--- config.mk ---
export PLATFORM = sky130hd
export DESIGN_NAME = modular_exponentiation_flat
export DESIGN_NICKNAME = d
export VERILOG_FILES = /design/src/rtl/modexp_pkg.sv /design/src/rtl/modexp_base_if.sv /design/src/rtl/modexp_result_if.sv /design/src/rtl/modexp_cfg_if.sv /design/src/rtl/modexp_mulmod.sv /design/src/rtl/modular_exponentiation.sv /design/src/flat_wrapper.sv
export SDC_FILE = /design/constraint.sdc
export NUM_CORES = 1
export LEC_CHECK = 0
export ABC_AREA = 1
export ABC_CLOCK_PERIOD_IN_PS = 10900
export BUFFER_PORTS_ARGS = -buffer_cell sky130_fd_sc_hd__buf_2
export CAP_MARGIN = 20
export CORE_ASPECT_RATIO = 1.4
export CORE_MARGIN = 5
export CORE_UTILIZATION = 55
export DETAILED_ROUTE_END_ITERATION = 16
export MAX_ROUTING_LAYER = met4
export PLACE_DENSITY = 0.84
export SLEW_MARGIN = 20
export SYNTH_ARGS = -nofsm -noshare
export SYNTH_HDL_FRONTEND = slang
export SYNTH_HIERARCHICAL = 1
export SYNTH_SLANG_ARGS = --single-unit
--- constraint.sdc ---
create_clock -name clk -period 10.9 [get_ports clk]
set_input_delay 1.09 -clock clk [delete_from_list [all_inputs] [get_ports clk]]
set_output_delay 1.09 -clock clk [all_outputs]
set_load 0.01 [all_outputs]
--- src/rtl/modexp_pkg.sv ---
// ----------------------------------------------------------------------------
// modexp_pkg
// Shared constants for the modular exponentiation block: default operand
// width and configuration register indexes.
// ----------------------------------------------------------------------------
package modexp_pkg;

    localparam int DEFAULT_OPERAND_WIDTH = 32;
    localparam int CFG_INDEX_WIDTH       = 1;

    typedef enum logic [CFG_INDEX_WIDTH-1:0] {
        CFG_EXPONENT = 1'b0,
        CFG_MODULUS  = 1'b1
    } cfg_index_t;

endpackage

--- src/rtl/modexp_base_if.sv ---
// ----------------------------------------------------------------------------
// modexp_base_if
// Input channel: one base value per beat.
// ----------------------------------------------------------------------------
interface modexp_base_if
    import modexp_pkg::*;
#(
    parameter int OPERAND_WIDTH = DEFAULT_OPERAND_WIDTH
);
    logic                     valid;
    logic                     ready;
    logic [OPERAND_WIDTH-1:0] base_value;

    modport source (output valid, output base_value, input ready);
    modport sink   (input valid, input base_value, output ready);
endinterface

--- src/rtl/modexp_result_if.sv ---
// ----------------------------------------------------------------------------
// modexp_result_if
// Output channel: one power result per beat.
// ----------------------------------------------------------------------------
interface modexp_result_if
    import modexp_pkg::*;
#(
    parameter int OPERAND_WIDTH = DEFAULT_OPERAND_WIDTH
);
    logic                     valid;
    logic                     ready;
    logic [OPERAND_WIDTH-1:0] power_result;

    modport source (output valid, output power_result, input ready);
    modport sink   (input valid, input power_result, output ready);
endinterface

--- src/rtl/modexp_cfg_if.sv ---
// ----------------------------------------------------------------------------
// modexp_cfg_if
// Configuration write channel: register index and write data per beat.
// ----------------------------------------------------------------------------
interface modexp_cfg_if
    import modexp_pkg::*;
#(
    parameter int OPERAND_WIDTH = DEFAULT_OPERAND_WIDTH
);
    logic                       valid;
    logic                       ready;
    logic [CFG_INDEX_WIDTH-1:0] index;
    logic [OPERAND_WIDTH-1:0]   data;

    modport source (output valid, output index, output data, input ready);
    modport sink   (input valid, input index, input data, output ready);
endinterface

--- src/rtl/modexp_mulmod.sv ---
// ----------------------------------------------------------------------------
// modexp_mulmod
// Bit-serial interleaved modular multiplier: product = a * b mod m, one
// multiplier bit per cycle, MSB first. Requires a < m; a and m held stable.
// ----------------------------------------------------------------------------
module modexp_mulmod
    import modexp_pkg::*;
#(
    parameter int OPERAND_WIDTH = DEFAULT_OPERAND_WIDTH
)
(
    input  logic                     clk,
    input  logic                     rst_n,
    input  logic                     start,
    input  logic [OPERAND_WIDTH-1:0] a,
    input  logic [OPERAND_WIDTH-1:0] b,
    input  logic [OPERAND_WIDTH-1:0] m,
    output logic                     done,
    output logic [OPERAND_WIDTH-1:0] product
);

    localparam int W  = OPERAND_WIDTH;
    localparam int CW = $clog2(W + 1);

    logic [W-1:0]  acc_reg;
    logic [W-1:0]  mplier_reg;
    logic [CW-1:0] count_reg;
    logic          run_reg;
    logic          done_reg;

    logic [W:0]    dbl;
    logic [W:0]    dbl_red;
    logic [W:0]    sum;
    logic [W:0]    sum_red;
    logic [W-1:0]  step;

    always_comb
    begin
        dbl     = {acc_reg, 1'b0};
        dbl_red = (dbl >= {1'b0, m}) ? (dbl - {1'b0, m}) : dbl;
        sum     = {1'b0, dbl_red[W-1:0]} + {1'b0, a};
        sum_red = (sum >= {1'b0, m}) ? (sum - {1'b0, m}) : sum;
        step    = mplier_reg[W-1] ? sum_red[W-1:0] : dbl_red[W-1:0];
    end

    always_ff @(posedge clk or negedge rst_n)
    begin
        if (!rst_n)
        begin
            run_reg   <= 1'b0;
            done_reg  <= 1'b0;
            count_reg <= '0;
        end
        else
        begin
            done_reg <= 1'b0;
            if (start)
            begin
                run_reg   <= 1'b1;
                count_reg <= CW'(W);
            end
            else if (run_reg)
            begin
                count_reg <= count_reg - CW'(1);
                if (count_reg == CW'(1))
                begin
                    run_reg  <= 1'b0;
                    done_reg <= 1'b1;
                end
            end
        end
    end

    always_ff @(posedge clk)
    begin
        if (start)
        begin
            acc_reg    <= '0;
            mplier_reg <= b;
        end
        else if (run_reg)
        begin
            acc_reg    <= step;
            mplier_reg <= {mplier_reg[W-2:0], 1'b0};
        end
    end

    assign done    = done_reg;
    assign product = acc_reg;

endmodule

--- src/rtl/modular_exponentiation.sv ---
// ----------------------------------------------------------------------------
// modular_exponentiation
// Raises each base to the key exponent modulo the key modulus by binary
// square-and-multiply over one shared bit-serial modular multiplier.
// ----------------------------------------------------------------------------
// Each base beat yields one result beat, base^exponent mod modulus. The
// exponent (index 0) and modulus (index 1) are to be written on the
// configuration channel while the block is idle; the block itself does
// not enforce this. Every operation runs on one bit-serial modular
// multiplier: one pass to reduce the base, one per set exponent bit and one
// per squaring up to the top set bit. A zero exponent gives 1 mod modulus, a
// zero modulus gives 0. The block takes one base at a time; a new base is
// accepted while the previous result still waits.
// ----------------------------------------------------------------------------
module modular_exponentiation
    import modexp_pkg::*;
#(
    parameter int OPERAND_WIDTH = DEFAULT_OPERAND_WIDTH
)
(
    input  logic             clk,
    input  logic             rst_n,
    modexp_base_if.sink      base,
    modexp_result_if.source  result,
    modexp_cfg_if.sink       cfg
);

    localparam int W = OPERAND_WIDTH;

    typedef enum logic [2:0] {
        ST_IDLE,
        ST_REDUCE,
        ST_MULT,
        ST_SQUARE,
        ST_DONE
    } state_t;

    state_t       state_reg, state_next;
    logic [W-1:0] exp_reg;
    logic [W-1:0] mod_reg;
    logic [W-1:0] e_reg, e_next;
    logic [W-1:0] acc_reg, acc_next;
    logic [W-1:0] power_reg, power_next;
    logic         start_reg, start_next;
    logic         out_valid_reg, out_valid_next;
    logic [W-1:0] out_data_reg, out_data_next;

    logic [W-1:0] one_mod;
    logic [W-1:0] mul_a;
    logic         mul_done;
    logic [W-1:0] mul_product;
    logic [W-1:0] e_half;

    assign one_mod = (mod_reg == W'(1)) ? '0 : W'(1);
    assign e_half  = e_reg >> 1;

    always_comb
    begin
        case (state_reg)
            ST_REDUCE: mul_a = one_mod;
            ST_MULT:   mul_a = acc_reg;
            default:   mul_a = power_reg;
        endcase
    end

    modexp_mulmod #(
        .OPERAND_WIDTH (W)
    ) u_mulmod (
        .clk     (clk),
        .rst_n   (rst_n),
        .start   (start_reg),
        .a       (mul_a),
        .b       (power_reg),
        .m       (mod_reg),
        .done    (mul_done),
        .product (mul_product)
    );

    assign base.ready  = (state_reg == ST_IDLE);
    assign cfg.ready   = 1'b1;
    assign result.valid        = out_valid_reg;
    assign result.power_result = out_data_reg;

    always_ff @(posedge clk or negedge rst_n)
    begin
        if (!rst_n)
        begin
            exp_reg <= W'(1);
            mod_reg <= W'(2);
        end
        else if (cfg.valid)
        begin
            case (cfg.index)
                CFG_EXPONENT: exp_reg <= cfg.data;
                CFG_MODULUS:  mod_reg <= cfg.data;
                default:      ;
            endcase
        end
    end

    always_comb
    begin
        state_next     = state_reg;
        e_next         = e_reg;
        acc_next       = acc_reg;
        power_next     = power_reg;
        start_next     = 1'b0;
        out_valid_next = out_valid_reg && !result.ready;
        out_data_next  = out_data_reg;
        case (state_reg)
            ST_IDLE:
            begin
                if (base.valid)
                begin
                    power_next = base.base_value;
                    e_next     = exp_reg;
                    if (mod_reg == '0)
                    begin
                        acc_next   = '0;
                        state_next = ST_DONE;
                    end
                    else
                    begin
                        acc_next   = one_mod;
                        start_next = 1'b1;
                        state_next = ST_REDUCE;
                    end
                end
            end
            ST_REDUCE:
            begin
                if (mul_done)
                begin
                    power_next = mul_product;
                    if (e_reg == '0)
                    begin
                        state_next = ST_DONE;
                    end
                    else
                    begin
                        start_next = 1'b1;
                        state_next = e_reg[0] ? ST_MULT : ST_SQUARE;
                    end
                end
            end
            ST_MULT:
            begin
                if (mul_done)
                begin
                    acc_next = mul_product;
                    if (e_half == '0)
                    begin
                        state_next = ST_DONE;
                    end
                    else
                    begin
                        start_next = 1'b1;
                        state_next = ST_SQUARE;
                    end
                end
            end
            ST_SQUARE:
            begin
                if (mul_done)
                begin
                    power_next = mul_product;
                    e_next     = e_half;
                    start_next = 1'b1;
                    state_next = e_half[0] ? ST_MULT : ST_SQUARE;
                end
            end
            ST_DONE:
            begin
                if (!out_valid_reg || result.ready)
                begin
                    out_valid_next = 1'b1;
                    out_data_next  = acc_reg;
                    state_next     = ST_IDLE;
                end
            end
            default:
            begin
                state_next = ST_IDLE;
            end
        endcase
    end

    always_ff @(posedge clk or negedge rst_n)
    begin
        if (!rst_n)
        begin
            state_reg     <= ST_IDLE;
            start_reg     <= 1'b0;
            out_valid_reg <= 1'b0;
        end
        else
        begin
            state_reg     <= state_next;
            start_reg     <= start_next;
            out_valid_reg <= out_valid_next;
        end
    end

    always_ff @(posedge clk)
    begin
        e_reg        <= e_next;
        acc_reg      <= acc_next;
        power_reg    <= power_next;
        out_data_reg <= out_data_next;
    end

endmodule
--- src/flat_wrapper.sv ---
// flat-port wrapper written by rule: the top's interface ports become plain ports
module modular_exponentiation_flat import modexp_pkg::*;
#(
    parameter int OPERAND_WIDTH = DEFAULT_OPERAND_WIDTH
)
  (clk, rst_n, base_valid, base_base_value, base_ready, result_valid, result_power_result, result_ready, cfg_valid, cfg_index, cfg_data, cfg_ready);
  modexp_base_if #(.OPERAND_WIDTH(OPERAND_WIDTH)) base_i ();
  modexp_result_if #(.OPERAND_WIDTH(OPERAND_WIDTH)) result_i ();
  modexp_cfg_if #(.OPERAND_WIDTH(OPERAND_WIDTH)) cfg_i ();
  input  logic clk;
  input  logic rst_n;
  input wire logic [$bits(base_i.valid)-1:0] base_valid;
  input wire logic [$bits(base_i.base_value)-1:0] base_base_value;
  output wire logic [$bits(base_i.ready)-1:0] base_ready;
  output wire logic [$bits(result_i.valid)-1:0] result_valid;
  output wire logic [$bits(result_i.power_result)-1:0] result_power_result;
  input wire logic [$bits(result_i.ready)-1:0] result_ready;
  input wire logic [$bits(cfg_i.valid)-1:0] cfg_valid;
  input wire logic [$bits(cfg_i.index)-1:0] cfg_index;
  input wire logic [$bits(cfg_i.data)-1:0] cfg_data;
  output wire logic [$bits(cfg_i.ready)-1:0] cfg_ready;
  assign base_i.valid = base_valid;
  assign base_i.base_value = base_base_value;
  assign base_ready = base_i.ready;
  assign result_valid = result_i.valid;
  assign result_power_result = result_i.power_result;
  assign result_i.ready = result_ready;
  assign cfg_i.valid = cfg_valid;
  assign cfg_i.index = cfg_index;
  assign cfg_i.data = cfg_data;
  assign cfg_ready = cfg_i.ready;
  modular_exponentiation #(.OPERAND_WIDTH(OPERAND_WIDTH)) u_core (.clk(clk), .rst_n(rst_n), .base(base_i), .result(result_i), .cfg(cfg_i));
endmodule
==> results of run 1 <==
[critical path: cells and delay by family (launching register included)]
kind,cells,cell delay [ns]
compound gates,1,0.57
fa+ha+maj,4,1.21
buf+inv,3,0.55
flops,1,0.55
simple gates,27,5.18
[metrics by stage]
step                      hold WS, ns  setup WS, ns
after CTS                      0.4446         2.872
after global routing           0.4428         2.201
final                          0.4472         2.669
after detailed placement       0.4349         2.900
after floorplan                0.4268         5.940
after global placement         0.4302         2.893
[worst max path at each step]
stage | from | to | slack (ns) | depth (start not counted)
2_1_floorplan | u_core/mod_reg[1] | u_core/u_mulmod/product[12] | 5.94 | 42
3_3_place_gp | u_core/mod_reg[1] | u_core/u_mulmod/product[27] | 2.89 | 36
3_5_place_dp | u_core/mod_reg[1] | u_core/u_mulmod/product[27] | 2.90 | 36
4_1_cts | u_core/mod_reg[1] | u_core/u_mulmod/product[27] | 2.87 | 36
5_1_grt | u_core/mod_reg[1] | u_core/u_mulmod/product[31] | 2.20 | 36
6_report | u_core/mod_reg[1] | u_core/u_mulmod/product[3] | 2.67 | 35
[placed cells by master (no fill, tap or decap), types with 2 or more instances in the layout]
| cell | n |
|---|---|
| sky130_fd_sc_hd__a21oi_1 | 67 |
| sky130_fd_sc_hd__a21oi_2 | 3 |
| sky130_fd_sc_hd__a22o_1 | 31 |
| sky130_fd_sc_hd__and2_1 | 31 |
| sky130_fd_sc_hd__buf_2 | 102 |
| sky130_fd_sc_hd__buf_4 | 13 |
| sky130_fd_sc_hd__bufinv_16 | 3 |
| sky130_fd_sc_hd__clkbuf_1 | 6 |
| sky130_fd_sc_hd__clkbuf_16 | 27 |
| sky130_fd_sc_hd__clkinv_1 | 4 |
| sky130_fd_sc_hd__clkinv_2 | 3 |
| sky130_fd_sc_hd__clkinv_8 | 2 |
| sky130_fd_sc_hd__dfrtp_1 | 75 |
| sky130_fd_sc_hd__dfstp_2 | 2 |
| sky130_fd_sc_hd__dfxtp_1 | 32 |
| sky130_fd_sc_hd__edfxtp_1 | 160 |
| sky130_fd_sc_hd__fa_1 | 3 |
| sky130_fd_sc_hd__ha_1 | 98 |
| sky130_fd_sc_hd__inv_1 | 512 |
| sky130_fd_sc_hd__inv_2 | 11 |
| sky130_fd_sc_hd__nand2_1 | 1108 |
| sky130_fd_sc_hd__nand2_2 | 13 |
| sky130_fd_sc_hd__nand3_1 | 155 |
| sky130_fd_sc_hd__nand3_2 | 14 |
| sky130_fd_sc_hd__nand3b_1 | 32 |
| sky130_fd_sc_hd__nand4_1 | 26 |
| sky130_fd_sc_hd__nor2_1 | 322 |
| sky130_fd_sc_hd__nor2_2 | 13 |
| sky130_fd_sc_hd__nor2_4 | 6 |
| sky130_fd_sc_hd__nor3_1 | 22 |
| sky130_fd_sc_hd__nor3_2 | 2 |
| sky130_fd_sc_hd__nor4_1 | 5 |
| sky130_fd_sc_hd__o21a_1 | 2 |
| sky130_fd_sc_hd__o21ai_0 | 143 |
| sky130_fd_sc_hd__o21ai_1 | 2 |
| sky130_fd_sc_hd__o21bai_1 | 4 |
| sky130_fd_sc_hd__or2_2 | 4 |
| sky130_fd_sc_hd__xnor2_1 | 15 |
| sky130_fd_sc_hd__xor2_1 | 33 |
[cell type report]
class	instances	share of cell area [%]
clock buffer	33	3.184
timing repair buffer	116	2.824
tap	467	2.664
inverter	524	8.969
clock inverter	16	0.9186
multi-input combinational	2163	47.81
sequential	269	33.63
[cell families after synthesis]
logic type / Yosys count
compound gates: 256
simple gates: 1757
buf+inv: 600
other cells: 1
flops: 269
xor+xnor: 48
fa+ha+maj: 101
[layer usage]
metal | GRT usage [%] | up-vias | share of wire (%)
met5 | - | - | 0
met4 | 20.73 | 0 | 8.1
met3 | 2.756 | 244 | 6.3
met2 | 55.28 | 831 | 49
met1 | 37.30 | 8765 | 37
li1 | - | 9572 | -
==> flow_results.xml, run 1 <==
<?xml version="1.0" encoding="UTF-8"?>
<metrics>
  <group name="worst_setup_path">
    <metric name="arrival" unit="ns">8.69</metric>
    <metric name="crit_path_frequent_cell" unit="">sky130_fd_sc_hd__nand2_1</metric>
    <metric name="critPathLaunchType" unit="">flip-flop</metric>
    <metric name="required_time_of_the_critical_path" unit="ns">11.36</metric>
    <metric name="worst_setup_path_end_kind" unit="">flip-flop</metric>
    <metric name="slowest_stage" unit="">sky130_fd_sc_hd__nor2_2</metric>
    <metric name="regToRegSetupSlack" unit="ns">2.67</metric>
    <metric name="critical_path_peak_fanout" unit="">32</metric>
    <metric name="r2r-end" unit="">u_core/u_mulmod/product[3]</metric>
    <metric name="max_stage_delay" unit="ns">0.77</metric>
    <metric name="r2r.worst_path.cells" unit="">35</metric>
    <metric name="reg2reg_from" unit="">u_core/mod_reg[1]</metric>
    <metric name="path_class" unit="">reg -&gt; reg</metric>
  </group>
  <group name="synthesis">
    <metric name="synth.distinct_cells" unit="">48</metric>
    <metric name="count_of_state_elements_after_synthesis" unit="">269</metric>
    <metric name="synth_nets" unit="">3203</metric>
    <metric name="synth_mux_area_share" unit="%">0</metric>
    <metric name="synth_xor_area_share" unit="%">2.075</metric>
    <metric name="synth_enable_flop_cells" unit="">160</metric>
    <metric name="synth_area_leaders" unit="">sky130_fd_sc_hd__edfxtp_1 24%, sky130_fd_sc_hd__nand2_1 21%, sky130_fd_sc_hd__inv_1 9.5%</metric>
    <metric name="postSynth.asyncResetShare" unit="%">28.62</metric>
    <metric name="post_synthesis_adder_cell_area_fraction" unit="%">6.348</metric>
    <metric name="synth_top_flop_cell" unit="">sky130_fd_sc_hd__edfxtp_1</metric>
    <metric name="post_synth_instance_area" unit="µm²">20260</metric>
    <metric name="synth_top_area_cell" unit="">sky130_fd_sc_hd__edfxtp_1</metric>
    <metric name="synth_most_common_cell" unit="">sky130_fd_sc_hd__nand2_1</metric>
    <metric name="synth_top_family_by_area" unit="">simple AND/OR/NAND/NOR gates</metric>
    <metric name="syn-mean-instance-area" unit="µm²">6.682</metric>
    <metric name="synthesis.instances" unit="">3032</metric>
    <metric name="post_synth_most_frequent_cells" unit="">1108 x sky130_fd_sc_hd__nand2_1, 512 x sky130_fd_sc_hd__inv_1, 324 x sky130_fd_sc_hd__nor2_1</metric>
    <metric name="post_synth_and_or_nand_nor_area_fraction" unit="%">36.22</metric>
    <metric name="synth_warnings" unit="">6</metric>
    <metric name="synth_top_area_share" unit="%">23.71</metric>
    <metric name="synth-compound-area-share" unit="%">7.065</metric>
    <metric name="seq_area_frac_synth" unit="%">36.40</metric>
  </group>
  <group name="finish">
    <metric name="ff_latch_area" unit="µm²">7375</metric>
    <metric name="insertedDiodeCount" unit="">0</metric>
    <metric name="layout.filler_cells" unit="">3488</metric>
    <metric name="finalNonFillerCells" unit="">3588</metric>
    <metric name="post_route_cells_drive_above_1_share" unit="%">7.273</metric>
    <metric name="fin_nets" unit="">3272</metric>
    <metric name="utilization" unit="%">59.99</metric>
    <metric name="area_growth_syn_to_layout" unit="%">8.238</metric>
    <metric name="total_area_of_multi_input_combinational_cells" unit="µm²">10490</metric>
    <metric name="final_cell_area" unit="µm²">21930</metric>
  </group>
  <group name="drt">
    <metric name="drtPass1Iterations" unit="">6</metric>
    <metric name="final_antenna_net_count" unit="">0</metric>
    <metric name="routed-via-count" unit="">19410</metric>
    <metric name="drt-wirelength-per-cell" unit="µm">18.44</metric>
    <metric name="drc" unit="">0</metric>
    <metric name="vias_per_cell" unit="">5.410</metric>
    <metric name="wire_length_reported_by_the_detailed_router" unit="µm">66160</metric>
    <metric name="drt_first_iter_violations" unit="">1898</metric>
  </group>
  <group name="clock_network">
    <metric name="cts_setup_buffers" unit="">0</metric>
    <metric name="cts_repair_resizes" unit="">0</metric>
    <metric name="cts_htree_levels" unit="">1</metric>
    <metric name="cts-root-to-sink-buffers" unit="">3</metric>
    <metric name="cts.sink_count" unit="">269</metric>
    <metric name="clkSlewWorstSetupHoldPaths" unit="ns">0.07</metric>
    <metric name="clk_latency" unit="ns">0.58</metric>
    <metric name="clock_tree.root_cell" unit="">sky130_fd_sc_hd__clkbuf_16</metric>
    <metric name="total_cts_buffers" unit="">27</metric>
    <metric name="cts-hold-fix-buffers" unit="">0</metric>
    <metric name="cts_tree" unit="">yes</metric>
  </group>
  <group name="place">
    <metric name="globalplace.congestion" unit="">1.028</metric>
    <metric name="placed_cells_incl_taps" unit="">3539</metric>
    <metric name="dpl.hpwl" unit="µm">54200</metric>
    <metric name="placement.cell_area" unit="µm²">21030</metric>
    <metric name="port_buffers" unit="">103</metric>
  </group>
  <group name="run">
    <metric name="max_cap_viol_count" unit="">0</metric>
  </group>
  <group name="global_routing">
    <metric name="number_of_antenna_violations_at_the_first_check_in_global_routing" unit="">0</metric>
    <metric name="via_count_of_the_first_global_routing_pass" unit="">18780</metric>
    <metric name="track_usage" unit="%">32.84</metric>
    <metric name="grt_first_pass_wirelength" unit="µm">100800</metric>
    <metric name="grt.overflow.total" unit="">0</metric>
    <metric name="grt_max_degree" unit="">78</metric>
  </group>
  <group name="sta">
    <metric name="timing.setup.tns" unit="ns">0</metric>
    <metric name="finalCritPeriodShare" unit="%">75.52</metric>
    <metric name="slew-limit-headroom" unit="%">26.15</metric>
    <metric name="clock_skew" unit="ns">0.01649</metric>
    <metric name="highest_clock_frequency_the_design_can_meet" unit="MHz">121.5</metric>
    <metric name="worstMarginPinSlew" unit="ns">1.107</metric>
    <metric name="slew_viol_final" unit="">0</metric>
    <metric name="period_needed" unit="ns">8.231</metric>
    <metric name="report.final.setup_viol" unit="">0</metric>
    <metric name="timing.final.hold_violations" unit="">0</metric>
    <metric name="grt_setup_unrepaired" unit="">false</metric>
  </group>
  <group name="die">
    <metric name="chipHeight" unit="µm">237.1</metric>
    <metric name="total_core_area" unit="µm²">36560</metric>
    <metric name="initial_utilization" unit="%">55.43</metric>
    <metric name="horizontal_die_dimension" unit="µm">172.2</metric>
    <metric name="design.die.area" unit="µm²">40830</metric>
    <metric name="placementRows" unit="">83</metric>
    <metric name="boundaryPins" unit="">105</metric>
  </group>
  <group name="min_path">
    <metric name="holdPathEnd" unit="">u_core/result.power_result[30]</metric>
    <metric name="hold_path_class" unit="">reg -&gt; reg</metric>
    <metric name="holdPathStages" unit="">0</metric>
    <metric name="min-delay-start" unit="">u_core/acc_reg[30]</metric>
  </group>
  <group name="run_status">
    <metric name="status" unit="">completed</metric>
  </group>
</metrics>
Power of run 1 is not shown: default switching activity piles up to over one toggle a cycle in this logic, so the estimate is an artifact.
==> run 2, diff against run 1 <==
--- a/config.mk
+++ b/config.mk
@@ -6,7 +6,7 @@
 export NUM_CORES = 1
 export LEC_CHECK = 0
 export ABC_AREA = 1
-export ABC_CLOCK_PERIOD_IN_PS = 10900
+export ABC_CLOCK_PERIOD_IN_PS = 6800
 export BUFFER_PORTS_ARGS = -buffer_cell sky130_fd_sc_hd__buf_2
 export CAP_MARGIN = 20
 export CORE_ASPECT_RATIO = 1.4
@@ -14,7 +14,7 @@
 export CORE_UTILIZATION = 55
 export DETAILED_ROUTE_END_ITERATION = 16
 export MAX_ROUTING_LAYER = met4
-export PLACE_DENSITY = 0.84
+export PLACE_DENSITY = 0.87
 export SLEW_MARGIN = 20
 export SYNTH_ARGS = -nofsm -noshare
 export SYNTH_HDL_FRONTEND = slang
==> constraint.sdc (replaced) <==
create_clock -name clk -period 6.8 [get_ports clk]
set_input_delay 0.68 -clock clk [delete_from_list [all_inputs] [get_ports clk]]
set_output_delay 0.68 -clock clk [all_outputs]
set_load 0.01 [all_outputs]
==> flow_results.xml, run 2 (synthesized netlist as in run 1, its figures left out) <==
<?xml version="1.0" encoding="UTF-8"?>
<metrics>
  <group name="die">
    <metric name="design.die.area" unit="µm²">40830</metric>
    <metric name="placementRows" unit="">83</metric>
    <metric name="initial_utilization" unit="%">55.43</metric>
    <metric name="chipHeight" unit="µm">237.1</metric>
    <metric name="total_core_area" unit="µm²">36560</metric>
    <metric name="boundaryPins" unit="">105</metric>
    <metric name="horizontal_die_dimension" unit="µm">172.2</metric>
  </group>
  <group name="drt">
    <metric name="drt-wirelength-per-cell" unit="µm">17.89</metric>
    <metric name="drtPass1Iterations" unit="">7</metric>
    <metric name="vias_per_cell" unit="">5.345</metric>
    <metric name="drc" unit="">0</metric>
    <metric name="final_antenna_net_count" unit="">0</metric>
    <metric name="routed-via-count" unit="">19380</metric>
    <metric name="drt_first_iter_violations" unit="">1936</metric>
    <metric name="wire_length_reported_by_the_detailed_router" unit="µm">64850</metric>
  </group>
  <group name="sta">
    <metric name="clock_skew" unit="ns">0.01353</metric>
    <metric name="highest_clock_frequency_the_design_can_meet" unit="MHz">156.2</metric>
    <metric name="hold_ws" unit="ns">0.1534</metric>
    <metric name="worstMarginPinSlew" unit="ns">1.055</metric>
    <metric name="slew_viol_final" unit="">0</metric>
    <metric name="period_needed" unit="ns">6.403</metric>
    <metric name="slew-limit-headroom" unit="%">29.66</metric>
    <metric name="report.final.setup_viol" unit="">0</metric>
    <metric name="finalCritPeriodShare" unit="%">94.17</metric>
    <metric name="timing.final.hold_violations" unit="">0</metric>
  </group>
  <group name="worst_setup_path">
    <metric name="worst_setup_path_startpoint" unit="">u_core/mod_reg[1]</metric>
    <metric name="critical_path_peak_fanout" unit="">22</metric>
    <metric name="crit_path_frequent_cell" unit="">sky130_fd_sc_hd__nand2_1</metric>
    <metric name="required_time_of_the_critical_path" unit="ns">7.29</metric>
    <metric name="worst_setup_path_end_kind" unit="">flip-flop</metric>
    <metric name="reg2reg_from" unit="">u_core/mod_reg[1]</metric>
    <metric name="critPathLaunchType" unit="">flip-flop</metric>
    <metric name="max_stage_delay" unit="ns">0.56</metric>
    <metric name="arrival" unit="ns">6.90</metric>
    <metric name="path_class" unit="">reg -&gt; reg</metric>
    <metric name="slowest_stage" unit="">sky130_fd_sc_hd__dfstp_2</metric>
  </group>
  <group name="min_path">
    <metric name="hold_path_class" unit="">in -&gt; async</metric>
  </group>
  <group name="global_routing">
    <metric name="track_usage" unit="%">31.97</metric>
    <metric name="grt_first_pass_wirelength" unit="µm">98970</metric>
    <metric name="global_route.peak_usage_layer" unit="">met2</metric>
    <metric name="number_of_antenna_violations_at_the_first_check_in_global_routing" unit="">0</metric>
    <metric name="grt_util_met2" unit="%">54.31</metric>
    <metric name="grtUsageMet1" unit="%">37.49</metric>
    <metric name="grt_max_degree" unit="">78</metric>
    <metric name="via_count_of_the_first_global_routing_pass" unit="">18690</metric>
    <metric name="grt.overflow.total" unit="">0</metric>
    <metric name="grtUsageMet3" unit="%">2.255</metric>
  </group>
  <group name="finish">
    <metric name="insertedDiodeCount" unit="">0</metric>
    <metric name="fin_nets" unit="">3309</metric>
    <metric name="final_cell_mix" unit="">1107 x sky130_fd_sc_hd__nand2_1, 512 x sky130_fd_sc_hd__inv_1, 318 x sky130_fd_sc_hd__nor2_1</metric>
    <metric name="final_common_cell" unit="">sky130_fd_sc_hd__nand2_1</metric>
    <metric name="utilization" unit="%">60.95</metric>
    <metric name="post_route_cells_drive_above_1_share" unit="%">8.581</metric>
    <metric name="area_growth_syn_to_layout" unit="%">9.974</metric>
  </group>
  <group name="run_status">
    <metric name="status" unit="">completed</metric>
  </group>
  <group name="clock_network">
    <metric name="cts-hold-fix-buffers" unit="">0</metric>
    <metric name="clk_latency" unit="ns">0.57</metric>
    <metric name="cts_htree_levels" unit="">1</metric>
    <metric name="total_cts_buffers" unit="">26</metric>
    <metric name="clock_tree.root_cell" unit="">sky130_fd_sc_hd__clkbuf_16</metric>
    <metric name="cts_tree" unit="">yes</metric>
    <metric name="cts-root-to-sink-buffers" unit="">3</metric>
    <metric name="cts.sink_count" unit="">269</metric>
    <metric name="clkSlewWorstSetupHoldPaths" unit="ns">0.06</metric>
  </group>
  <group name="place">
    <metric name="dpl.hpwl" unit="µm">52490</metric>
    <metric name="port_buffers" unit="">103</metric>
    <metric name="globalplace.congestion" unit="">1.019</metric>
  </group>
  <group name="run">
    <metric name="max_cap_viol_count" unit="">0</metric>
  </group>
</metrics>
-- run 2: changes by cell type in the layout (fill, tap and decap cells not counted), sizes merged --
cell      change
buf          +37
inv           -3
clkinvlp      +1
clkinv        -2
nand2         +1
clkbuf        +3
-- run 2: area by class of cell --
class                   count  area [µm²]
clock buffers              36       729.5
clock inverters            12       142.6
fillers                  3581       14270
inverters                 524        1967
multi-input cells        2164       10530
flip-flops and latches    269        7375
well taps                 467       584.3
repair buffers            153       949.7
-- run 2: metal layers --
layer / vias up / share of wire [%]
met1: 8792 / 38
met2: 782 / 49
met5: - / 0
li1: 9635 / -
met4: 0 / 6.7
met3: 168 / 6.3
-- run 2: metrics by stage --
stage	cells	setup TNS, ns	area [µm²]	worst slack, ns
after global placement	3576	0	21350	0.2225
after floorplan	3032	0	20260	1.840
after detailed placement	3576	0	21350	0.2336
final	3625	0	22280	0.3968
after global routing	3625	-0.01132	22280	-0.01132
after CTS	3624	0	22220	0.1962
-- run 2: final timing paths --
path	end	cells after the start	slack [ns]
max reg2reg	u_core/u_mulmod/product[6]	40	0.40
min in group clk	u_core/result.valid	2	0.32
min reg2reg	u_core/result.power_result[19]	0	0.45
max	u_core/u_mulmod/product[6]	40	0.40
min	u_core/exp_reg[1]	1	0.15
max in group asynchronous	u_core/mod_reg[29]	1	6.14
-- run 2: timing repair --
action | in CTS | in global routing
setup endpoints to repair | 0 | 32
resized for setup | 0 | 13
hold endpoints to repair | 0 | 0
buffers inserted | 0 | 0
-- run 2: critical path: cells and delay by family (launching register included) --
family                     cells  cell delay (ns)
and+or+nand+nor               26             2.97
xor gates and xnor gates       1             0.38
buffers and inverters          7             0.67
adders and majority gates      5             1.61
DFF                            1             0.56
AOI/OAI and AO/OA              1             0.12
Power of run 2 is left out for the same reason.
